$ cat src/hdl/assert_macros.svh
// ----------------------------------------------------------------------------
// assert_macros.svh
// Assertion shorthands shared by the RTL; every check is clocked on clk and
// held off while rst_n is low.
// ----------------------------------------------------------------------------
`ifndef ASSERT_MACROS_SVH
`define ASSERT_MACROS_SVH

// Same-cycle implication
`define GDW_ASSERT_NOW(lbl, ante, cons, msg) \
    lbl: assert property (@(posedge clk) disable iff (!rst_n) (ante) |-> (cons)) \
        else $error(msg);

// Next-cycle implication
`define GDW_ASSERT_NEXT(lbl, ante, cons, msg) \
    lbl: assert property (@(posedge clk) disable iff (!rst_n) (ante) |=> (cons)) \
        else $error(msg);

`endif

$ cat src/hdl/gdw_ram.sv
`timescale 1ns / 1ps
// ----------------------------------------------------------------------------
// gdw_ram
// Simple dual-port synchronous RAM: one write, one read, registered read
// data that holds until the next read.
// ----------------------------------------------------------------------------
module gdw_ram #(
    parameter int WIDTH = 8,
    parameter int DEPTH = 64,
    parameter int AW    = $clog2(DEPTH)
) (
    input  logic             clk,
    input  logic             we,
    input  logic [AW-1:0]    waddr,
    input  logic [WIDTH-1:0] wdata,
    input  logic             re,
    input  logic [AW-1:0]    raddr,
    output logic [WIDTH-1:0] rdata
);

    logic [WIDTH-1:0] mem [DEPTH];
    logic [WIDTH-1:0] rdata_reg;

    // write port
    always_ff @(posedge clk)
    begin
        if (we)
        begin
            mem[waddr] <= wdata;
        end
    end

    // read port, hold data between reads
    always_ff @(posedge clk)
    begin
        if (re)
        begin
            rdata_reg <= mem[raddr];
        end
    end

    assign rdata = rdata_reg;

endmodule

$ cat config.mk
export PLATFORM = sky130hd
export DESIGN_NAME = gdw_ram
export DESIGN_NICKNAME = d
export VERILOG_FILES = /design/src/hdl/assert_macros.svh /design/src/hdl/gdw_ram.sv
export SDC_FILE = /design/constraint.sdc
export NUM_CORES = 1
export LEC_CHECK = 0
export ABC_AREA = 1
export BUFFER_PORTS_ARGS = -buffer_cell sky130_fd_sc_hd__buf_2
export CAP_MARGIN = 20
export CORE_MARGIN = 3
export CORE_UTILIZATION = 61
export DETAILED_ROUTE_END_ITERATION = 10
export PLACE_DENSITY = 0.8
export SYNTH_ARGS = -nofsm -noshare
export SYNTH_HDL_FRONTEND = slang
export SYNTH_SLANG_ARGS = --single-unit
$ cat constraint.sdc
create_clock -name clk -period 4.9 [get_ports clk]
set_input_delay 0.49 -clock clk [delete_from_list [all_inputs] [get_ports clk]]
set_output_delay 0.49 -clock clk [all_outputs]
set_load 0.05 [all_outputs]
==> flow_metrics.py, run 1 <==
metrics = {
    "outcome": {
        "status": "complete, no violations",
    },
    "grt": {
        "grt_pass1_wl_um": 79900,
        "grt_max_degree": 170,
        "antenna_found_initial": 4,
        "grt_pass1_vias": 14100,
        "track_usage": 0.274,
        "grt_overflow": 0,
    },
    "final_layout": {
        "fillers": 2381,
        "largest_register_ffs": 512,
        "nets": 1824,
        "synthToLayoutAreaGrowth_pct": 8.55,
        "design_area_um2": 23300,
        "postLayoutCoreUtil": 0.683,
        "drive_above_1_share": 0.0711,
    },
    "min_path": {
        "hold_path_class": "input pin to flip-flop",
        "hold_depth": 1,
        "holdPathEnd": "rdata[4]",
        "hold_start": "re",
    },
    "yosys": {
        "ys_seq_area_frac": 0.729,
        "synth_area_um2": 21400,
        "yosysWarnings": 0,
        "synth_cell_types": 15,
        "syn_area_per_cell_um2": 11.9,
        "yosysTopAreaCell": "edfxtp_1",
        "netlist_top_cells_area": "edfxtp_1 (73%), nand2_1 (11%), nand3_1 (10%)",
        "syn_nets": 1828,
        "synth_seq_cells": 520,
        "syn_inst": 1805,
        "yosys.area.top_type_share": 0.729,
    },
    "sta": {
        "period_share": 0.543,
        "slew_headroom": 0.373,
        "holdWs_ns": 0.327,
        "setup_viol": 0,
        "drv_slew": 0,
        "final.min_clock_period_ns": 2.66,
        "fin_skew_ns": 0.0167,
        "finalWorstSetupSlack_ns": 2.24,
        "max_freq_ghz": 0.376,
        "final_hold_viol_count": 0,
        "worst_slew_pin_slew_ns": 0.941,
        "rsz0062_at_grt": "false",
        "fin_tns_setup_ns": 0,
    },
    "route": {
        "top_layer": "met5",
        "drt-total-wl_um": 52200,
        "vias_per_cell": 6.22,
        "wl_met3_um": 5550,
        "vias": 14300,
        "met1_length_um": 19600,
        "detail-route-antenna-nets": 0,
        "dr_wl_met2_um": 24700,
        "post-route-drc-count": 0,
        "wl_per_cell_um": 22.8,
        "first_pass_iters": 6,
        "drt_iter0_drc": 2171,
    },
    "worst_setup_path": {
        "rr_startpoint": "mem[19][3]",
        "worstPathArrival_ns": 2.98,
        "r2r-end": "rdata[3]",
        "rrSetupSlack_ns": 3.32,
        "critPathKind": "input pin to flip-flop",
        "reg2regPathDepth": 8,
        "cp-start-kind": "input pin",
        "cp.required_ns": 5.21,
        "crit_fanout": 118,
        "endpoint_kind": "flip-flop",
    },
    "power_and_ir_drop": {
        "pwr-share-seq": 0.525,
        "ir_worst_vdd_uv": 372,
        "p_comb_frac": 0.062,
        "p_sw_frac": 0.219,
        "p_int_mw": 7.35,
        "pwr-share-clk": 0.413,
        "switching_power_mw": 2.06,
        "leakagePower_nw": 8.35,
        "p_per_area_nw_per_um2": 405,
    },
    "floorplanning": {
        "rows": 67,
        "initial_utilization": 0.629,
        "dieArea_um2": 37400,
        "die_x_um": 193,
        "pin_count": 31,
        "fp.coreArea_um2": 34000,
        "fp.dieH_um": 193,
    },
    "clock_tree": {
        "cts.reportedPaths.clkPinSlew_ns": 0.06,
        "cts_setup_buffers": 0,
        "cts_tree": "built",
        "cts-hold-fix-buffers": 0,
        "numCtsBuffers": 51,
        "cts-resized-gates": 0,
        "htree_levels": 2,
        "clk_latency_ns": 0.57,
        "cts_buffer_depth": 3,
        "clock-sinks": 520,
        "cts-root-buf": "clkbuf_16",
    },
    "job": {
        "cap_violations": 0,
    },
    "place": {
        "dpl.hpwl_um": 29100,
        "post-place-ws_ns": 1.70,
        "numPortBuffers": 30,
        "dpl_cell_area_um2": 21600,
        "gp_congestion": 0.885,
    },
}
-- metal layers --
metal | vias to the layer above | global-route usage
met2 | 893 | 0.437
li1 | 6350 | -
met4 | 2 | 0.118
met1 | 6838 | 0.374
met3 | 183 | 0.0548
met5 | - | 0
-- power groups by stage --
stage                     logic (mW)  clock network (mW)  registers [mW]
after global routing           0.630                4.08            4.94
after floorplan                0.346                   0            5.06
after CTS                      0.570                3.91            4.94
after global placement         0.551                   0            5.04
after detailed placement       0.565                   0            5.04
final                          0.584                3.89            4.94
-- worst max path at each step --
stage	start	to	slack [ns]	cells past startpoint
finish	raddr[0]	rdata[3]	2.24	11
detailed placement	raddr[0]	rdata[3]	1.70	11
CTS	raddr[0]	rdata[3]	2.30	11
global placement	raddr[0]	rdata[4]	1.76	11
floorplan	we	mem[48][0]	2.64	3
global route	raddr[0]	rdata[3]	2.11	11
-- synth_stat cells (all sizes together) --
master  instances
buf            98
clkbuf         15
edfxtp        520
inv            12
nand2         648
nand3         439
nand4           9
nor2           56
nor4            8
-- cells in the final DEF, fill, tap and decap left out, drive strengths merged --
master / netlist / layout
nand2: 648 / 648
edfxtp: 520 / 520
nand3: 439 / 439
clkbuf: 15 / 62
nor2: 56 / 56
buf: 98 / 56
clkinv: 0 / 26
inv: 12 / 12
nand4: 9 / 9
nor4: 8 / 8
bufinv: 0 / 6
diode: 0 / 3
-- per-stage QoR --
step / power (mW) / cells
finish: 9.41 / 2293
global route: 9.65 / 2293
CTS: 9.42 / 2289
detailed placement: 5.60 / 2195
global placement: 5.59 / 2195
floorplan: 5.40 / 1805
-- area by class of cell --
class,instances,area [um2],area share
Inverter,12,52.6,0.00226
Antenna cell,3,7.51,0.000323
Sequential cell,520,15600,0.672
Tap cell,448,561,0.0241
Clock inverter,32,298,0.0128
Multi-Input combinational cell,1160,4950,0.213
Timing Repair Buffer,56,412,0.0177
Clock buffer,62,1360,0.0585
-- cells by family after synthesis --
family	share of synthesized area
flip-flops	0.729
AND/OR/NAND/NOR	0.231
buffers and inverters	0.0401
-- worst max-delay path, cell delays in order --
cell     delay, ns
buf_6         0.50
inv_6         0.45
buf_12        0.41
nand2_1       0.15
nand3_1       0.09
nand3_1       0.11
nand2_1       0.08
nand2_1       0.06
nand3_1       0.11
nand3_1       0.20
nand2_1       0.09
Note: power is estimated with default switching activity, not from simulation.
==> run 2: changes to the inputs <==
Clock period 4.9 ns to 2.7 ns, I/O delays scaled along.
==> run 2 against run 1 <==
  * Count of clock-buffer cells in the layout increased by 1
  * Clock skew down 0.00074 ns
  * Non-clock buffer count grew 41
  * Design area grew 1.6%
  * Sequential power grew 82%
  * Die area did not move
  * Register-to-register slack got worse by 2.1 ns
  * Highest routed layer unchanged
==> flow_metrics.py, run 2 (synthesis gave the netlist of run 1 again) <==
metrics = {
    "outcome": {
        "status": "complete, no violations",
    },
    "sta": {
        "worst_slew_pin_slew_ns": 0.936,
        "drv_slew": 0,
        "period_share": 0.604,
        "rsz0062_at_grt": "false",
        "final.min_clock_period_ns": 1.63,
        "setup_viol": 0,
        "holdWs_ns": 0.0736,
        "slew_headroom": 0.375,
        "final_hold_viol_count": 0,
        "fin_tns_setup_ns": 0,
        "fin_skew_ns": 0.0160,
        "max_freq_ghz": 0.613,
    },
    "route": {
        "drt-total-wl_um": 51700,
        "vias": 14200,
        "detail-route-antenna-nets": 0,
        "drt_iter0_drc": 1846,
        "post-route-drc-count": 0,
        "first_pass_iters": 6,
        "vias_per_cell": 6.10,
        "wl_per_cell_um": 22.2,
    },
    "power_and_ir_drop": {
        "ir_worst_vdd_uv": 563,
        "leakagePower_nw": 8.58,
        "total_power_mw": 16.8,
        "p_per_area_nw_per_um2": 713,
    },
    "clock_tree": {
        "cts_tree": "built",
        "clk_latency_ns": 0.57,
        "cts.reportedPaths.clkPinSlew_ns": 0.06,
        "cts-root-buf": "clkbuf_16",
        "htree_levels": 2,
        "cts_setup_buffers": 0,
        "clock-sinks": 520,
        "numCtsBuffers": 50,
        "cts-hold-fix-buffers": 0,
        "cts-resized-gates": 0,
        "cts_buffer_depth": 3,
    },
    "grt": {
        "grt_overflow": 0,
        "track_usage": 0.273,
        "antenna_found_initial": 7,
        "grt_pass1_vias": 13800,
        "grt_pass1_wl_um": 79800,
        "grt_max_degree": 91,
    },
    "worst_setup_path": {
        "rr_startpoint": "mem[14][3]",
        "reg2regPathDepth": 8,
        "endpoint_kind": "flip-flop",
        "rrSetupSlack_ns": 1.25,
        "cp.required_ns": 3.13,
        "worstPathArrival_ns": 2.06,
        "critPathKind": "input pin to flip-flop",
        "r2r-end": "rdata[3]",
        "crit_fanout": 59,
        "cp-start-kind": "input pin",
    },
    "floorplanning": {
        "pin_count": 31,
        "initial_utilization": 0.629,
        "dieArea_um2": 37400,
        "fp.coreArea_um2": 34000,
        "die_x_um": 193,
        "fp.dieH_um": 193,
        "rows": 67,
    },
    "final_layout": {
        "synthToLayoutAreaGrowth_pct": 10.3,
        "layout_commonest_cell": "nand2_1",
        "drive_above_1_share": 0.0905,
        "fillers": 2239,
        "nets": 1864,
        "largest_register_ffs": 512,
        "layout_common_cells": "nand2_1 (648), edfxtp_1 (520), nand3_1 (439), nor2_1 (56), clkbuf_16 (53)",
    },
    "min_path": {
        "holdPathEnd": "rdata[7]",
        "hold_depth": 1,
        "hold_path_class": "input pin to flip-flop",
        "hold_start": "re",
    },
    "job": {
        "cap_violations": 0,
    },
    "place": {
        "numPortBuffers": 30,
        "dpl.hpwl_um": 31100,
        "gp_congestion": 0.943,
    },
}
run 2: stage by stage:
stage / worst slack (ns) / utilization / std cells / instance area (um2)
2_1_floorplan: 0.664 / - / 1805 / 21400
3_3_place_gp: 0.598 / 0.647 / 2237 / 22000
3_5_place_dp: 0.550 / 0.647 / 2237 / 22000
4_1_cts: 1.11 / 0.694 / 2326 / 23600
5_1_grt: 0.972 / 0.694 / 2329 / 23600
6_report: 1.07 / 0.694 / 2330 / 23600
run 2: power by group:
group | total (mW) | internal [mW] | switching [mW]
logic | 1.10 | 0.279 | 0.822
clock network | 6.77 | 3.94 | 2.83
registers | 8.98 | 8.95 | 0.0240
run 2: layout make-up:
cell class,count,area [um2],area share
sequential,520,15600,0.661
multi-input combinational,1160,4950,0.209
clock buffer,63,1360,0.0577
timing repair buffer,97,862,0.0365
tap,448,561,0.0237
clock inverter,26,223,0.00942
inverter,12,52.6,0.00222
antenna,4,10.0,0.000424
run 2: metal layers:
layer / global-route usage / part of all wire
met5: 0 / 0.00064
met1: 0.387 / 0.38
met4: 0.102 / 0.039
met3: 0.0485 / 0.10
met2: 0.431 / 0.47
run 2: worst max-delay path, stage by stage:
cell and delay [ns]:
buf_6 0.11, inv_6 0.38, buf_4 0.36, nand2_1 0.10
nand3_1 0.12, nand3_1 0.09, nand2_1 0.20, nand2_1 0.09
nand3_1 0.10, nand3_1 0.08, nand2_1 0.09
run 2: worst max-delay path by stage:
stage	from	end	slack, ns	cells past startpoint
after global routing	raddr[3]	rdata[7]	0.97	6
after floorplan	we	mem[48][0]	0.66	3
after CTS	raddr[0]	rdata[3]	1.11	11
final	raddr[0]	rdata[3]	1.07	11
after detailed placement	raddr[0]	rdata[3]	0.55	11
after global placement	raddr[0]	rdata[3]	0.60	11
==> run 3: changes to the inputs <==
Settings changed: ABC_AREA 1 to 0.
Clock period 2.7 ns to 1.5 ns, I/O delays scaled along.
==> run 3 against run 2 <==
  * The flow now finishes with violations (negative setup slack)
  * Sequential share of layout area is 1.8 points lower
  * Worst setup slack worse by 1.6 ns
  * Worst hold slack better by 0.011 ns
  * Non-clock buffer count is 98 higher
  * Global-route usage is 0.29 points lower
  * Sequential power is 80% higher
  * Largest cell class unchanged
  * Largest power group unchanged
==> flow_metrics.py, run 3 <==
metrics = {
    "final_layout": {
        "design_area_um2": 24300,
        "fillers": 1737,
        "layout_commonest_cell": "edfxtp_1",
        "synthToLayoutAreaGrowth_pct": 20.0,
        "drive_above_1_share": 0.387,
        "layout_common_cells": "edfxtp_1 (520), buf_4 (134), mux4_2 (126), nor2_1 (51), clkbuf_16 (51)",
        "largest_register_ffs": 512,
        "nets": 1159,
    },
    "clock_tree": {
        "clk_latency_ns": 0.56,
        "htree_levels": 2,
        "cts_setup_buffers": 0,
        "cts_buffer_depth": 3,
        "cts-root-buf": "clkbuf_16",
        "cts_tree": "built",
        "numCtsBuffers": 50,
        "clock-sinks": 520,
        "cts.reportedPaths.clkPinSlew_ns": 0.06,
    },
    "yosys": {
        "yosys.area.top_type_share": 0.771,
        "netlist_top_cells_area": "edfxtp_1 (77%), mux4_2 (14%), nor2_1 (1.5%)",
        "synth_enable_flop_cells": 520,
        "syn_nets": 963,
        "ys_seq_area_frac": 0.771,
        "yosysTopAreaCell": "edfxtp_1",
        "yosysWarnings": 0,
        "synthFlopType": "edfxtp_1",
        "async_reset_ff_frac": 0,
        "synth_top_cells_by_count": "edfxtp_1 (520), mux4_2 (126), nor2_1 (83)",
        "syn_inst": 940,
        "synth_area_um2": 20200,
        "synth.most_common_cell": "edfxtp_1",
        "syn_area_per_cell_um2": 21.5,
        "synth_cell_types": 39,
        "synth_seq_cells": 520,
    },
    "route": {
        "vias_per_cell": 6.39,
        "vias": 10300,
        "wl_per_cell_um": 28.7,
        "first_pass_iters": 5,
        "detail-route-antenna-nets": 0,
        "drt_iter0_drc": 1088,
        "post-route-drc-count": 0,
        "drt-total-wl_um": 46500,
    },
    "sta": {
        "setup_viol": 8,
        "final.min_clock_period_ns": 2.00,
        "finalWorstSetupSlack_ns": -0.496,
        "slew_headroom": 0.559,
        "worst_slew_pin_slew_ns": 0.661,
        "rsz0062_at_grt": "true",
        "final_hold_viol_count": 0,
        "fin_skew_ns": 0.0125,
        "max_freq_ghz": 0.501,
        "period_share": 1.33,
        "holdWs_ns": 0.0841,
        "drv_slew": 0,
    },
    "min_path": {
        "hold_path_class": "input pin to flip-flop",
    },
    "grt": {
        "track_usage": 0.270,
        "top_usage_layer": "met2",
        "met3_usage": 0.0493,
        "grt_pass1_vias": 10900,
        "grt_max_degree": 65,
        "grt_pass1_wl_um": 69700,
        "antenna_found_initial": 1,
        "grt_overflow": 0,
        "grtUsageMet1": 0.366,
        "use_met2": 0.454,
    },
    "floorplanning": {
        "fp.dieH_um": 188,
        "dieArea_um2": 35400,
        "pin_count": 31,
        "fp.coreArea_um2": 32600,
        "rows": 66,
        "die_x_um": 188,
        "initial_utilization": 0.621,
    },
    "worst_setup_path": {
        "crit_fanout": 1,
        "worstPathArrival_ns": 2.30,
        "worst_path_dominant_cell_family": "multiplexers",
        "endpoint_kind": "flip-flop",
        "cpMostUsedCell": "mux4_2",
        "cp.required_ns": 1.80,
        "slowest_stage": "mux4_2",
        "path_cells": "mux4_2 -> mux4_2 -> o21ai_2 -> o41ai_1",
        "crit_path_max_incr_delay_ns": 0.54,
        "cp-start-kind": "flip-flop",
        "critPathKind": "flip-flop to flip-flop",
        "critPathBufInv": 0,
    },
    "place": {
        "numPortBuffers": 30,
        "post-place-ws_ns": -0.768,
        "dpl.hpwl_um": 28700,
        "gp_congestion": 0.889,
        "dpl_cell_area_um2": 22400,
    },
    "job": {
        "cap_violations": 0,
    },
    "power_and_ir_drop": {
        "leakagePower_nw": 7.91,
        "p_int_mw": 24.5,
        "p_sw_frac": 0.205,
        "switching_power_mw": 6.30,
        "pwr-share-clk": 0.413,
        "p_comb_frac": 0.062,
        "ir_worst_vdd_uv": 1110,
        "p_per_area_nw_per_um2": 1270,
        "pwr-share-seq": 0.525,
    },
    "outcome": {
        "status": "finished, violations left",
        "violations": "negative setup slack",
    },
}
[run 3: timing repair]
action                                  CTS  global route
pin swaps                                 4             3
endpoints found under the setup margin    8             8
endpoints found under the hold margin     8             9
hold buffers                              1             1
gates resized for setup                  18            10
[run 3: worst register-to-register path, delay by kind of cell, from the launching register on]
kind / cells / cell delay (ns)
flops: 1 / 0.41
compound gates: 2 / 0.27
mux: 2 / 1.05
[run 3: final cells by class]
class                   count  area, um2  area share
multi-input cells         369       4670       0.192
repair buffers            195       1800      0.0742
clock buffers              59       1310      0.0537
well taps                 442        553      0.0228
flip-flops and latches    520      15600       0.643
diodes                      1       2.50    0.000103
clock inverters            33        353      0.0145
[run 3: worst paths after layout]
kind              startpoint  endpoint  slack (ns)  cells past startpoint
setup reg to reg  mem[52][3]  rdata[3]       -0.50                      4
hold reg to reg   mem[30][4]  rdata[4]        0.89                      3
hold / removal      raddr[5]  rdata[5]        0.08                      2
setup / recovery  mem[52][3]  rdata[3]       -0.50                      4
[run 3: per-layer routing]
metal  part of all wire  wire, um
met5                  0         0
met4              0.035      1620
met3              0.084      3900
met2               0.52     23900
met1               0.37     17000
[run 3: logic make-up after synthesis]
group / share of synthesized area
buffers and inverters: 0.0156
muxes: 0.159
DFF: 0.771
AOI/OAI and AO/OA: 0.0206
and+or+nand+nor: 0.0337
[run 3: through the flow]
stage / power, mW / instances / setup TNS [ns] / util
after floorplan: 17.4 / 940 / -17.28 / -
final: 30.8 / 1619 / -3.58 / 0.745
after global routing: 31.6 / 1619 / -3.93 / 0.745
after global placement: 18.2 / 1518 / -5.72 / 0.686
after CTS: 30.9 / 1611 / -3.63 / 0.739
after detailed placement: 18.2 / 1518 / -7.49 / 0.686
[run 3: power by group through the flow]
stage / Sequential, mW / Combinational, mW / Clock (mW)
2_1_floorplan: 16.5 / 0.902 / 0
3_3_place_gp: 16.5 / 1.72 / 0
3_5_place_dp: 16.5 / 1.77 / 0
4_1_cts: 16.2 / 1.83 / 12.9
5_1_grt: 16.2 / 1.99 / 13.5
6_report: 16.2 / 1.90 / 12.7
